## config.mk

```make
export PLATFORM = sky130hd
export DESIGN_NAME = beacon_tone_debouncer
export DESIGN_NICKNAME = d
export VERILOG_FILES = /design/src/design/btd_pkg.sv /design/src/design/btd_csr.sv /design/src/design/btd_core.sv /design/src/design/beacon_tone_debouncer.sv
export SDC_FILE = /design/constraint.sdc
export NUM_CORES = 1
export LEC_CHECK = 0
export ABC_AREA = 1
export ABC_CLOCK_PERIOD_IN_PS = 6700
export BUFFER_PORTS_ARGS = -buffer_cell sky130_fd_sc_hd__buf_4
export CORE_ASPECT_RATIO = 1.25
export CORE_MARGIN = 4
export CORE_UTILIZATION = 40
export CTS_CLUSTER_DIAMETER = 150
export DETAILED_ROUTE_END_ITERATION = 6
export PLACE_DENSITY = 0.56
export SLEW_MARGIN = 20
export SYNTH_ARGS = -nofsm -noshare
export SYNTH_HDL_FRONTEND = slang
export SYNTH_SLANG_ARGS = --single-unit
```

## constraint.sdc

```tcl
create_clock -name clock -period 6.7 [get_ports clock]
set_input_delay 1.005 -clock clock [delete_from_list [all_inputs] [get_ports clock]]
set_output_delay 1.005 -clock clock [all_outputs]
set_load 0.05 [all_outputs]
```

## src/design/btd_pkg.sv

```systemverilog
// Shared types and constants for the beacon tone debouncer.
// No dependencies; imported by every module of the block.
`default_nettype none

package btd_pkg;

   localparam int LEVEL_W    = 16;
   localparam int SUM_W      = 17;
   localparam int STAMP_W    = 32;
   localparam int WINDOW_W   = 16;
   localparam int RELOAD_W   = 8;
   localparam int CSR_DATA_W = 17;

   typedef logic [1:0] class_type;
   localparam class_type CLASS_UNKNOWN = 2'd0;
   localparam class_type CLASS_LOW     = 2'd1;
   localparam class_type CLASS_HIGH    = 2'd2;

   typedef logic [1:0] csr_index_type;
   localparam csr_index_type REG_PRESENCE_THRESHOLD = 2'd0;
   localparam csr_index_type REG_GATE_WINDOW_MS     = 2'd1;
   localparam csr_index_type REG_DEBOUNCE_RELOAD    = 2'd2;

   localparam logic [SUM_W-1:0]    THRESHOLD_RESET = 17'd100;
   localparam logic [WINDOW_W-1:0] WINDOW_RESET    = 16'd3500;
   localparam logic [RELOAD_W-1:0] RELOAD_RESET    = 8'd10;

   typedef struct packed {
      logic [SUM_W-1:0]    presence_threshold;
      logic [WINDOW_W-1:0] gate_window_ms;
      logic [RELOAD_W-1:0] debounce_reload;
   } cfg_type;

   typedef struct packed {
      logic                mode;
      logic [LEVEL_W-1:0]  low_tone_level;
      logic [LEVEL_W-1:0]  high_tone_level;
   } item_type;

   typedef struct packed {
      class_type           raw_class;
      class_type           stable_class;
      logic                gate_open;
      logic [STAMP_W-1:0]  open_stamp;
      logic                safe_to_go;
      logic                next_side_left;
   } result_type;

endpackage

`default_nettype wire

```

## src/design/btd_csr.sv

```systemverilog
// Configuration registers of the beacon tone debouncer.
// Depends on btd_pkg; writes to unknown indexes are dropped.
`default_nettype none

module btd_csr
   import btd_pkg::*;
(
   input  wire logic                  clock,
   input  wire logic                  reset,
   input  wire logic                  wr_en,
   input  wire csr_index_type         wr_index,
   input  wire logic [CSR_DATA_W-1:0] wr_data,
   output cfg_type                    cfg
);

   cfg_type cfg_ff;
   cfg_type cfg_in;

   always_comb begin
      cfg_in = cfg_ff;
      if (wr_en) begin
         unique case (wr_index)
            REG_PRESENCE_THRESHOLD: cfg_in.presence_threshold = wr_data[SUM_W-1:0];
            REG_GATE_WINDOW_MS:     cfg_in.gate_window_ms     = wr_data[WINDOW_W-1:0];
            REG_DEBOUNCE_RELOAD:    cfg_in.debounce_reload    = wr_data[RELOAD_W-1:0];
            default:                cfg_in = cfg_ff;
         endcase
      end
   end

   always_ff @(posedge clock) begin
      if (reset) begin
         cfg_ff.presence_threshold <= THRESHOLD_RESET;
         cfg_ff.gate_window_ms     <= WINDOW_RESET;
         cfg_ff.debounce_reload    <= RELOAD_RESET;
      end else begin
         cfg_ff <= cfg_in;
      end
   end

   assign cfg = cfg_ff;

endmodule

`default_nettype wire

```

## src/design/btd_core.sv

```systemverilog
// Tone classification, debounce and gate timing state of the debouncer.
// Depends on btd_pkg; updates once per request and returns the post-update view.
`default_nettype none

module btd_core
   import btd_pkg::*;
(
   input  wire logic     clock,
   input  wire logic     reset,
   input  wire logic     advance,
   input  wire item_type item,
   input  wire cfg_type  cfg,
   output result_type    result
);

   logic                side_ff,       side_in;
   logic [LEVEL_W-1:0]  left_low_ff,   left_low_in;
   logic [LEVEL_W-1:0]  left_high_ff,  left_high_in;
   logic [LEVEL_W-1:0]  right_low_ff,  right_low_in;
   logic [LEVEL_W-1:0]  right_high_ff, right_high_in;
   class_type           last_raw_ff,   last_raw_in;
   logic [RELOAD_W-1:0] count_ff,      count_in;
   class_type           settled_ff,    settled_in;
   logic [STAMP_W-1:0]  opened_ff,     opened_in;
   logic [STAMP_W-1:0]  now_ff,        now_in;
   // now_ms minus opened_at, kept alongside so no subtract is needed
   logic [STAMP_W-1:0]  elapsed_ff,    elapsed_in;

   logic                meas;
   logic [SUM_W-1:0]    low_sum;
   logic [SUM_W-1:0]    high_sum;
   class_type           raw;

   assign meas          = !item.mode;
   assign left_low_in   = (meas && side_ff)  ? item.low_tone_level  : left_low_ff;
   assign left_high_in  = (meas && side_ff)  ? item.high_tone_level : left_high_ff;
   assign right_low_in  = (meas && !side_ff) ? item.low_tone_level  : right_low_ff;
   assign right_high_in = (meas && !side_ff) ? item.high_tone_level : right_high_ff;

   assign low_sum  = {1'b0, left_low_in}  + {1'b0, right_low_in};
   assign high_sum = {1'b0, left_high_in} + {1'b0, right_high_in};

   always_comb begin
      if (high_sum > low_sum && high_sum >= cfg.presence_threshold) begin
         raw = CLASS_HIGH;
      end else if (low_sum > high_sum && low_sum >= cfg.presence_threshold) begin
         raw = CLASS_LOW;
      end else begin
         raw = CLASS_UNKNOWN;
      end
   end

   always_comb begin
      side_in     = side_ff;
      last_raw_in = last_raw_ff;
      count_in    = count_ff;
      settled_in  = settled_ff;
      opened_in   = opened_ff;
      now_in      = now_ff;
      elapsed_in  = elapsed_ff;
      if (item.mode) begin
         now_in     = now_ff + STAMP_W'(1);
         elapsed_in = elapsed_ff + STAMP_W'(1);
      end else begin
         side_in     = !side_ff;
         last_raw_in = raw;
         if (raw != last_raw_ff) begin
            count_in = cfg.debounce_reload;
         end else if (count_ff != '0) begin
            count_in = count_ff - RELOAD_W'(1);
         end
         if (count_in == '0) begin
            if (raw == CLASS_LOW && settled_ff == CLASS_HIGH) begin
               opened_in  = now_ff;
               elapsed_in = '0;
            end
            settled_in = raw;
         end
      end
   end

   always_ff @(posedge clock) begin
      if (reset) begin
         side_ff       <= 1'b1;
         left_low_ff   <= '0;
         left_high_ff  <= '0;
         right_low_ff  <= '0;
         right_high_ff <= '0;
         last_raw_ff   <= CLASS_UNKNOWN;
         count_ff      <= '0;
         settled_ff    <= CLASS_UNKNOWN;
         opened_ff     <= '0;
         now_ff        <= '0;
         elapsed_ff    <= '0;
      end else if (advance) begin
         side_ff       <= side_in;
         left_low_ff   <= left_low_in;
         left_high_ff  <= left_high_in;
         right_low_ff  <= right_low_in;
         right_high_ff <= right_high_in;
         last_raw_ff   <= last_raw_in;
         count_ff      <= count_in;
         settled_ff    <= settled_in;
         opened_ff     <= opened_in;
         now_ff        <= now_in;
         elapsed_ff    <= elapsed_in;
      end
   end

   assign result.raw_class      = last_raw_in;
   assign result.stable_class   = settled_in;
   assign result.gate_open      = (settled_in == CLASS_LOW);
   assign result.open_stamp     = opened_in;
   assign result.safe_to_go     = (elapsed_in < {{(STAMP_W-WINDOW_W){1'b0}}, cfg.gate_window_ms});
   assign result.next_side_left = side_in;

endmodule

`default_nettype wire

```

## src/design/beacon_tone_debouncer.sv

```systemverilog
// Beacon tone debouncer top level: input register, core update, response register.
// An accepted request goes from the input register through btd_core to rsp_ff.
// Throughput: one request per cycle unless rsp_ready stalls; one btd_core pass each.
// Reset clears the core state, restores register defaults, and empties both stages.
// Depends on btd_pkg, btd_csr and btd_core.
`default_nettype none

module beacon_tone_debouncer
   import btd_pkg::*;
(
   input  wire logic                  clock,
   input  wire logic                  reset,
   input  wire logic                  req_valid,
   output logic                       req_ready,
   input  wire logic                  req_mode,
   input  wire logic [LEVEL_W-1:0]    req_low_tone_level,
   input  wire logic [LEVEL_W-1:0]    req_high_tone_level,
   output logic                       rsp_valid,
   input  wire logic                  rsp_ready,
   output class_type                  rsp_raw_class,
   output class_type                  rsp_stable_class,
   output logic                       rsp_gate_open,
   output logic [STAMP_W-1:0]         rsp_open_stamp,
   output logic                       rsp_safe_to_go,
   output logic                       rsp_next_side_left,
   input  wire logic                  csr_valid,
   output logic                       csr_ready,
   input  wire csr_index_type         csr_index,
   input  wire logic [CSR_DATA_W-1:0] csr_wdata
);

   logic       s1_valid_ff, s1_valid_in;
   item_type   s1_item_ff;
   logic       rsp_valid_ff, rsp_valid_in;
   result_type rsp_ff;
   result_type core_result;
   cfg_type    cfg;
   logic       advance;
   logic       req_fire;

   assign csr_ready = 1'b1;

   btd_csr u_csr (
      .clock    (clock),
      .reset    (reset),
      .wr_en    (csr_valid),
      .wr_index (csr_index),
      .wr_data  (csr_wdata),
      .cfg      (cfg)
   );

   assign advance   = s1_valid_ff && (!rsp_valid_ff || rsp_ready);
   assign req_ready = !s1_valid_ff || advance;
   assign req_fire  = req_valid && req_ready;

   always_comb begin
      s1_valid_in = s1_valid_ff;
      if (req_fire) begin
         s1_valid_in = 1'b1;
      end else if (advance) begin
         s1_valid_in = 1'b0;
      end
      rsp_valid_in = rsp_valid_ff;
      if (advance) begin
         rsp_valid_in = 1'b1;
      end else if (rsp_ready) begin
         rsp_valid_in = 1'b0;
      end
   end

   always_ff @(posedge clock) begin
      if (reset) begin
         s1_valid_ff  <= 1'b0;
         rsp_valid_ff <= 1'b0;
      end else begin
         s1_valid_ff  <= s1_valid_in;
         rsp_valid_ff <= rsp_valid_in;
      end
   end

   always_ff @(posedge clock) begin
      if (req_fire) begin
         s1_item_ff.mode            <= req_mode;
         s1_item_ff.low_tone_level  <= req_low_tone_level;
         s1_item_ff.high_tone_level <= req_high_tone_level;
      end
      if (advance) begin
         rsp_ff <= core_result;
      end
   end

   btd_core u_core (
      .clock   (clock),
      .reset   (reset),
      .advance (advance),
      .item    (s1_item_ff),
      .cfg     (cfg),
      .result  (core_result)
   );

   assign rsp_valid          = rsp_valid_ff;
   assign rsp_raw_class      = rsp_ff.raw_class;
   assign rsp_stable_class   = rsp_ff.stable_class;
   assign rsp_gate_open      = rsp_ff.gate_open;
   assign rsp_open_stamp     = rsp_ff.open_stamp;
   assign rsp_safe_to_go     = rsp_ff.safe_to_go;
   assign rsp_next_side_left = rsp_ff.next_side_left;

endmodule

`default_nettype wire

```

==> results of run 1 <==
kinds of logic (layout without fill, tap and decap cells):
kind of cell	count (synthesis)	in the layout
simple gates	738	740
compound gates	501	501
buf+inv	451	597
flops	288	288
fa+ha+maj	106	106
xor+xnor	33	33
other cells	1	1
timing repair:
| action | in CTS | in global routing |
|---|---|---|
| gates resized for setup | 6 | 138 |
| gates cloned | 0 | 3 |
| pin swaps | 1 | 64 |
| hold buffers | 0 | 0 |
| setup buffers | 0 | 22 |
| hold endpoints to repair | 0 | 0 |
| setup endpoints to repair | 1 | 76 |
layer usage:
layer | global-route usage | part of all wire | up-vias
li1 | - | - | 7145
met1 | 0.211 | 0.42 | 6167
met2 | 0.317 | 0.50 | 219
met5 | 0 | 0 | -
met4 | 0.0692 | 0.039 | 0
met3 | 0.0248 | 0.032 | 81
final timing paths:
path	from	end	slack (ps)	cells past startpoint
min	u_core.left_low_ff[15]	u_core.left_low_ff[15]	450	2
max	s1_item_ff[32]	rsp_safe_to_go	170	50
min reg2reg	u_core.left_low_ff[15]	u_core.left_low_ff[15]	450	2
max reg2reg	s1_item_ff[32]	rsp_safe_to_go	170	50
per-stage QoR:
stage / hold slack (ps) / worst slack, ps / instance area, sq um
after floorplan: 424 / 34.0 / 15800
after global placement: 434 / 102 / 17200
after detailed placement: 441 / -91.5 / 17200
after CTS: 451 / 22.0 / 18300
after global routing: 463 / -422 / 19000
final: 451 / 167 / 19000
cell usage in the layout, fill, tap and decap left out, types with 19 or more instances in the layout:
cell / synthesis / final
clkbuf_16: 0 / 35
o21ai_1: 60 / 73
nor3_1: 19 / 19
a211oi_1: 38 / 38
buf_4: 2 / 160
xor2_1: 26 / 24
a21oi_1: 148 / 135
o21ai_0: 203 / 173
nor2_1: 238 / 232
nand3_1: 60 / 52
ha_1: 104 / 98
o211ai_1: 25 / 25
inv_1: 357 / 353
dfxtp_1: 216 / 216
nand2_2: 10 / 30
nand2_1: 354 / 332
edfxtp_1: 72 / 72
critical path, delay by kind of cell, from the launching register on:
family	cells	cell delay (ps)
flops	1	450
fa+ha+maj	5	1310
buf+inv	6	580
compound gates	12	1350
simple gates	27	2730
synthesized netlist by cell type (9+ instances only):
master      n  share of area
nand2_1   354          0.084
xor2_1     26          0.014
a21oi_1   148          0.047
dfxtp_1   216           0.27
o21bai_1    9         0.0043
o21ai_0   203          0.064
nor3_1     19         0.0060
o21ai_1    60          0.019
nand2_2    10         0.0040
ha_1      104          0.082
clkbuf_1   72          0.017
nor2_1    238          0.056
o211ai_1   25          0.012
edfxtp_1   72           0.14
a211oi_1   38          0.018
inv_1     357          0.085
nand3_1    60          0.019
sequential cells by signal, summed over array words and instances, names as in the netlist, 8 cells and up:
| signal | cells |
|---|---|
| rsp_open_stamp | 32 |
| u_core.now_ff | 32 |
| u_core.left_high_ff | 16 |
| u_core.elapsed_ff | 32 |
| u_core.right_high_ff | 16 |
| u_core.right_low_ff | 16 |
| u_core.count_ff | 8 |
| u_core.left_low_ff | 16 |
| u_csr.cfg | 41 |
| u_core.opened_ff | 32 |
| s1_item_ff | 33 |
cell type report:
class,count,area [sq um]
clock buffers,49,988
repair inverters,1,5.00
flip-flops and latches,288,6490
clock inverters,13,109
repair buffers,168,1330
inverters,366,1390
well taps,498,623
multi-input cells,1381,8040
fillers,3857,20200
report_power, final:
| part | internal [mW] | switching (mW) | leakage (nW) | total (mW) |
|---|---|---|---|---|
| combinational | 0.541 | 0.882 | 5.56 | 1.42 |
| clock | 1.07 | 0.741 | 0.541 | 1.81 |
| sequential | 1.89 | 0.0520 | 2.46 | 1.94 |
==> results.md, run 1 <==
- Crit share post-route: 0.975
- Vias in the first global route: 12731
- Synth Register Bits: 288
- Clk_skew: 17.4 ps
- Pin count of the biggest net entering global routing: 87
- Largest family of logic cells by synthesized area: simple AND/OR/NAND/NOR gates
- VDD IR-drop max: 0.206 mV
- Crit Path Category: reg2reg
- Crit-path max FO: 6
- Simple-gate portion of the synthesized area: 0.203
- YS warnings: 0
- Core Area: 39100 sq um
- Placer Congestion: 0.882
- Mapped Avg Cell Area: 7.47 sq um
- Die width: 186 um
- Row Count: 81
- Hold crit path type: reg2reg
- MaxCap Viol Count: 0
- Total chip power: 5.18 mW
- Fin nets: 2403
- CTS Buf Count: 34
- Final setup viols: 0
- Iteration-0 DRC Markers: 677
- DP HPWL: 27400 um
- Total Neg Setup Slack: 0 ps
- Initial Util: 0.404
- Clk buf depth: 3
- Post-synthesis xor/xnor area fraction: 0.0183
- Post-synth EDFFs: 72
- Slew Limit Fails: 0
- Worst skew pair latency: 530 ps
- Leakage: 8.56 nW
- Unique cell type count in the Yosys netlist: 55
- Slowest cell on crit path: edfxtp_1
- Max Clock Freq: 153 MHz
- Die H: 230 um
- Sink Count: 288
- Sequential area share after synthesis: 0.410
- Post-synthesis mux area share: 0
- Final design utilization: 0.485
- FFs w/ async S/R, synth: 0
- H-Tree Depth: 2
- Layout cells sized above 1: 0.162
- Clk pin slew, worst setup/hold paths: 60 ps
- PortBufs: 97
- DRC viols: 0
- Full die area: 42800 sq um
- Critical path's most frequent cell: nand2_2
- Area growth from synthesis to layout: 19.9%
- Post-Route WL: 39000 um
- Startpoint types: flop
- Syn Nets: 2281
- Post-Synth Adder-Cell Area: 0.0848
- # diodes: 0
- Required time of the critical path: 7080 ps
- TritonCTS clock tree: done
- Num ports: 99
- Max_slew headroom: 0.242
- Syn Inst Count: 2118
- Pwr/cell area: 273 nW/um^2
- Minimum clock period after layout: 6530 ps
- Arr. time, crit path: 6920 ps
- Placed cells: 2677
- Critical path endpoint category: flop
- GRT overflow: 0
- Compound-cell area share of the yosys netlist: 0.173
- Antenna violations before repair: 0
- Drt wl/cell: 14.1 um
- Most used DFF post-synth: dfxtp_1
- Detail Route Antenna Nets: 0
- GRT Resource Usage Total: 0.177
- Clk root buf: clkbuf_16
- Hold Vio Cnt, Final: 0
- Status: finished clean
- Crit-path max cell delay: 450 ps
- DRT Pass-1 Iters: 5
- Slew @ Worst Pin: 1140 ps
- Vias: 13612
- Cell Count, Final, Fillers Out: 2764
- Synthesized cell area: 15800 sq um
- RSZ-0062 raised after global routing: true
- Via density: 4.92
- First-pass GRT wire length: 62400 um
Power figures use the tool's default switching activity.
==> run 2: changes to the inputs <==
==> constraint.sdc (replaced) <==
create_clock -name clock -period 6.7 [get_ports clock]
set_input_delay 1.675 -clock clock [delete_from_list [all_inputs] [get_ports clock]]
set_output_delay 1.675 -clock clock [all_outputs]
set_load 0.05 [all_outputs]
==> run 2 against run 1 <==
Die area did not move. Design area shrank 0.67%. Largest cell class unchanged. Non-clock buffer count is 6 higher. Maximum frequency fell by 0.66%. Largest power group unchanged. Combinational power fell by 4%. Count of clock-buffer cells in the layout down 10. Clock power is 7% lower. Total power is 3.7% lower. Global-route usage down 0.38 points. Hold slack worse by 3.8 ps.
==> results.md, run 2 (synthesized netlist as in run 1, its figures left out) <==
- Arr. time, crit path: 6920 ps (about the same)
- RSZ-0062 raised after global routing: true
- Multi-input gate area: 7940 sq um (-1.3%)
- Iteration-0 DRC Markers: 579 (-14%)
- Critical path endpoint category: flop
- CTS Buf Count: 30 (-12%)
- Area taken by flip-flops and latches: 6490 sq um (unchanged)
- Slowest cell on crit path: edfxtp_1
- Placer Congestion: 0.883 (about the same)
- Slew @ Worst Pin: 1110 ps (-28.9 ps)
- Fin nets: 2403 (unchanged)
- First-pass GRT wire length: 61500 um (-1.5%)
- Max reg flops: 41 (unchanged)
- Leakage: 8.52 nW (-0.51%)
- Die H: 230 um (unchanged)
- Antenna violations before repair: 0 (unchanged)
- Most frequent cells in the layout: inv_1 (353), nand2_1 (338), nor2_1 (230)
- Crit-path max FO: 6 (unchanged)
- MaxCap Viol Count: 0 (unchanged)
- Crit-path max cell delay: 450 ps (about the same)
- Crit Path Category: reg2reg
- Post-Route WL: 38200 um (-2.2%)
- VDD IR-drop max: 0.210 mV (+1.6%)
- Final setup viols: 0 (unchanged)
- DP HPWL: 27400 um (+0.13%)
- Vias: 13403 (-1.5%)
- Row Count: 81 (unchanged)
- # fillers: 3904 (+1.2%)
- Num ports: 99 (unchanged)
- H-Tree Depth: 1 (-1)
- Layout cells sized above 1: 0.154 (-0.00737)
- Slew Limit Fails: 0 (unchanged)
- Area growth from synthesis to layout: 19.1%
- Max_slew headroom: 0.261 (+0.0193)
- # diodes: 0 (unchanged)
- Required time of the critical path: 7040 ps (-40 ps)
- Startpoint types: flop
- Hold Vio Cnt, Final: 0 (unchanged)
- Worst Slack Setup Final: 124 ps (-43.5 ps)
- Hold crit path type: reg2reg
- Clk buf depth: 3 (unchanged)
- DRC viols: 0 (unchanged)
- DRT Pass-1 Iters: 5 (unchanged)
- Pin count of the biggest net entering global routing: 87 (unchanged)
- Pwr/cell area: 265 nW/um^2 (-3.0%)
- Hold_ws: 447 ps (-3.80 ps)
- Clk_skew: 31.4 ps (+14.0 ps)
- Status: finished clean
- Minimum clock period after layout: 6580 ps (+43.5 ps)
- Pre-CTS setup slack: -74.9 ps (+16.6 ps)
- Detail Route Antenna Nets: 0 (unchanged)
- GRT overflow: 0 (unchanged)
- Drt wl/cell: 13.8 um (-2.1%)
- Max Clock Freq: 152 MHz (-0.66%)
- Worst skew pair latency: 600 ps (+70 ps)
- Die width: 186 um (unchanged)
- PortBufs: 97 (unchanged)
- Crit share post-route: 0.982 (+0.00649)
- Sink Count: 288 (unchanged)
- Core Area: 39100 sq um (unchanged)
- Full die area: 42800 sq um (unchanged)
- Critical path's most frequent cell: nand2_2
- Initial Util: 0.404 (unchanged)
- Commonest non-fill, non-tap cell in the layout: inv_1
- GRT Resource Usage Total: 0.173 (-0.00376)
- Clk pin slew, worst setup/hold paths: 70 ps (about the same)
- Hold bufs inserted after CTS: 0 (unchanged)
- Total chip power: 4.98 mW (-3.7%)
- TritonCTS clock tree: done
- Vias in the first global route: 12523 (-1.6%)
- Via density: 4.85 (-1.5%)
- Clk root buf: clkbuf_16
## run 2: cell types whose count changed in the layout (fill, tap and decap cells not counted), sizes merged
cell      previous run  this run
clkinvlp             1         3
nand3               67        66
buf                168       174
clkbuf              49        39
bufinv               1         2
inv                367       365
clkinv              11        13
## run 2: stage by stage
stage / instance area, sq um / cells / utilization / setup TNS, ps
6_report: 18800 / 2762 / 0.482 / 0
5_1_grt: 18800 / 2762 / 0.482 / -429
3_5_place_dp: 17200 / 2677 / 0.440 / -74.9
2_1_floorplan: 15800 / 2118 / - / 0
4_1_cts: 18200 / 2734 / 0.466 / 0
3_3_place_gp: 17200 / 2677 / 0.440 / 0
## run 2: final cells by class
| class | count | share of cell area |
|---|---|---|
| multi-input cells | 1380 | 0.421 |
| flip-flops and latches | 288 | 0.344 |
| repair buffers | 174 | 0.0744 |
| inverters | 366 | 0.0737 |
| clock buffers | 39 | 0.0443 |
| well taps | 498 | 0.0331 |
| clock inverters | 17 | 0.00883 |
## run 2: final timing paths
kind | from | end | slack [ps] | depth (start not counted)
setup / recovery | s1_item_ff[32] | rsp_safe_to_go | 120 | 49
setup reg to reg | s1_item_ff[32] | rsp_safe_to_go | 120 | 49
hold reg to reg | u_core.right_high_ff[11] | u_core.right_high_ff[11] | 450 | 2
hold / removal | u_core.right_high_ff[11] | u_core.right_high_ff[11] | 450 | 2
## run 2: timing repair
action,in CTS,in global routing
cloned,0,1
endpoints found under the hold margin,0,0
buffers inserted,1,27
endpoints found under the setup margin,1,73
gates resized for setup,5,121
pin swaps,0,57
## run 2: critical path, delay by kind of cell (launching register included)
kind | cells | cell delay, ps
AOI/OAI and AO/OA | 12 | 1460
adders and majority gates | 5 | 1330
DFF | 1 | 450
and+or+nand+nor | 26 | 2440
buffers and inverters | 6 | 630
## run 2: power breakdown
| part | total (mW) | switching (mW) | internal [mW] |
|---|---|---|---|
| logic | 1.36 | 0.838 | 0.525 |
| registers | 1.94 | 0.0517 | 1.89 |
| clock network | 1.68 | 0.723 | 0.957 |
## run 2: layer usage
metal  routed length (um)  track usage
met1                16200        0.209
met2                19500        0.313
met3                 1100       0.0207
met4                 1350       0.0615
met5                    0            0
==> run 3: changes to the inputs <==
ABC_AREA = default   (was 1)
==> run 3 against run 2 <==
The flow now finishes with violations (setup timing). Hold slack gained 5.1 ps. Critical path type unchanged. Largest power group unchanged. Routed wire length is 2.8% higher. Cell count shrank 11%. Sequential power shrank 4%. Via count fell by 2.5%. Largest cell class unchanged. Critical path depth down 11. Flip-flop and latch count did not move. Combinational power is 39% lower.
==> results.md, run 3 <==
- Syn Inst Count: 1786 (-16%)
- Full die area: 42900 sq um (+0.14%)
- Synthesized cell area: 15800 sq um (+0.15%)
- Clk root buf: clkbuf_16
- Pin count of the biggest net entering global routing: 108 (+24%)
- DRT Pass-1 Iters: 5 (unchanged)
- Minimum clock period after layout: 7150 ps (+574 ps)
- Post-synth EDFFs: 72 (unchanged)
- Most frequent cells in the layout: nand2_1 (334), dfxtp_1 (215), buf_4 (214)
- Mapped Avg Cell Area: 8.87 sq um (+19%)
- Post-Route WL: 39300 um (+2.8%)
- VDD IR-drop max: 0.204 mV (-2.8%)
- Top-area cell type share of the netlist area: 0.273 (-0.000410)
- First-pass GRT wire length: 63900 um (+4.0%)
- Multi-input gate area: 9000 sq um (+13%)
- Compound-cell area share of the yosys netlist: 0.133 (-0.0402)
- Layout cells sized above 1: 0.227 (+0.0730)
- DP HPWL: 28000 um (+2.1%)
- Post-synth top area cell: dfxtp_1
- Largest family of logic cells by synthesized area: simple AND/OR/NAND/NOR gates
- Cell types occupying the most area after synthesis: dfxtp_1 (27%), edfxtp_1 (14%), ha_1 (8.2%)
- Final setup viols: 1 (+1)
- Crit share post-route: 1.07 (+0.0856)
- Crit-path max cell delay: 480 ps (+30 ps)
- Slew @ Worst Pin: 1140 ps (+35.6 ps)
- Initial Util: 0.405 (+0.000608)
- Slowest cell on crit path: edfxtp_1
- Vias in the first global route: 12800 (+2.2%)
- YS warnings: 0 (unchanged)
- Post-Synth Adder-Cell Area: 0.0847 (-0.000127)
- Placed cells: 2396 (-10%)
- TritonCTS clock tree: done
- Placer Congestion: 0.876 (-0.79%)
- Unique cell type count in the Yosys netlist: 75 (+36%)
- CTS Buf Count: 30 (unchanged)
- GRT overflow: 0 (unchanged)
- Worst skew pair latency: 580 ps (-20 ps)
- GRT Resource Usage Total: 0.179 (+0.00650)
- DRC viols: 0 (unchanged)
- Clk pin slew, worst setup/hold paths: 60 ps (about the same)
- Required time of the critical path: 7130 ps (+90 ps)
- Vias: 13065 (-2.5%)
- Die H: 230 um (about the same)
- PortBufs: 97 (unchanged)
- Cell Count, Final, Fillers Out: 2470 (-11%)
- Leakage: 7.64 nW (-10%)
- Hold crit path type: reg2reg
- Row Count: 81 (unchanged)
- Syn Nets: 1949 (-15%)
- Drt wl/cell: 15.9 um (+15%)
- Crit-path max FO: 7 (+1)
- Max_slew headroom: 0.237 (-0.0237)
- Clk buf depth: 3 (unchanged)
- # diodes: 0 (unchanged)
- Critical path endpoint category: flop
- Most frequent cells after synthesis: nand2_1 (335), dfxtp_1 (216), a21oi_1 (134)
- Simple-gate portion of the synthesized area: 0.188 (-0.0153)
- Area taken by flip-flops and latches: 6490 sq um (about the same)
- H-Tree Depth: 1 (unchanged)
- Pwr/cell area: 225 nW/um^2 (-15%)
- Pre-CTS setup slack: -907 ps (-832 ps)
- Post-synthesis mux area share: 0.104 (+0.104)
- Total Neg Setup Slack: -450 ps (-450 ps)
- Iteration-0 DRC Markers: 564 (-2.6%)
- Max Clock Freq: 140 MHz (-8.0%)
- Area after DPL: 17800 sq um (+3.2%)
- Clk_skew: 10.4 ps (-21.0 ps)
- Die width: 186 um (about the same)
- Fin area: 19200 sq um (+2.1%)
- Crit Path Category: reg2reg
- RSZ-0062 raised after global routing: true
- Detail Route Antenna Nets: 0 (unchanged)
- Post-synthesis xor/xnor area fraction: 0.0348 (+0.0166)
- Most used DFF post-synth: dfxtp_1
- Max reg flops: 41 (unchanged)
- Arr. time, crit path: 7580 ps (+660 ps)
- Fin nets: 2111 (-12%)
- Hold Vio Cnt, Final: 0 (unchanged)
- Commonest non-fill, non-tap cell in the layout: nand2_1
- FFs w/ async S/R, synth: 0 (unchanged)
- Via density: 5.29 (+9.0%)
- Area growth from synthesis to layout: 21.4%
- Worst Slack Setup Final: -450 ps (-574 ps)
- Sink Count: 288 (unchanged)
- Total chip power: 4.33 mW (-13%)
- Antenna violations before repair: 1 (+1)
- Num ports: 99 (unchanged)
- # fillers: 3727 (-4.5%)
- Core Area: 39100 sq um (unchanged)
- Sequential area share after synthesis: 0.410 (-0.000616)
- Startpoint types: flop
- Status: finished with violations
- Count leader, synth: nand2_1
- MaxCap Viol Count: 0 (unchanged)
- Failing checks: setup timing
- Slew Limit Fails: 0 (unchanged)
- Synth Register Bits: 288 (unchanged)
[run 3: cell type report]
cell class,instances,share of cell area
Clock buffer,41,0.0444
Clock inverter,15,0.00592
Inverter,79,0.0160
Multi-Input combinational cell,1319,0.468
Sequential cell,288,0.337
Tap cell,498,0.0324
Timing Repair Buffer,230,0.0960
[run 3: worst max-delay path: cells and delay by family (launching register included)]
family | cells | cell delay, ps
flops | 1 | 480
mux | 1 | 230
buf+inv | 8 | 960
fa+ha+maj | 4 | 1060
xor+xnor | 1 | 120
simple gates | 7 | 1360
compound gates | 17 | 2790
[run 3: metal layers]
layer,vias to the layer above,GRT usage,routed length (um)
li1,6648,-,-
met1,6182,0.211,16600
met2,164,0.333,20200
met3,71,0.0213,1110
met4,0,0.0620,1340
met5,-,0,0
[run 3: logic make-up (layout without fill, tap and decap cells)]
logic type | after synthesis | count (layout)
buffers and inverters | 179 | 365
other | 1 | 1
flip-flops | 288 | 288
multiplexers | 147 | 147
AO/OA/AOI/OAI | 347 | 347
XOR/XNOR | 63 | 63
adder cells (fa/ha/maj) | 106 | 106
AND/OR/NAND/NOR | 655 | 655
[run 3: through the flow]
stage                      util  hold slack, ps
after global routing      0.492             469
final                     0.492             452
after detailed placement  0.454             444
after global placement    0.454             439
after floorplan               -             431
after CTS                 0.486             452
[run 3: timing repair]
action / 4_1_cts / 5_1_grt
gates resized for setup: 29 / 34
hold buffers: 0 / 0
pin swaps: 30 / 38
cloned: 1 / 0
setup endpoints to repair: 9 / 9
setup buffers: 14 / 3
[run 3: final timing paths]
check | start | endpoint | slack (ps) | depth (start not counted)
worst min register to register | u_core.left_high_ff[14] | u_core.left_high_ff[14] | 450 | 2
worst min-delay path | u_core.left_high_ff[14] | u_core.left_high_ff[14] | 450 | 2
worst max-delay path | s1_item_ff[32] | rsp_safe_to_go | -450 | 38
worst max register to register | s1_item_ff[32] | rsp_safe_to_go | -450 | 38
[run 3: where the power goes]
group	internal, mW	total, mW	switching (mW)
clock	0.929	1.63	0.699
combinational	0.359	0.833	0.473
sequential	1.84	1.87	0.0323
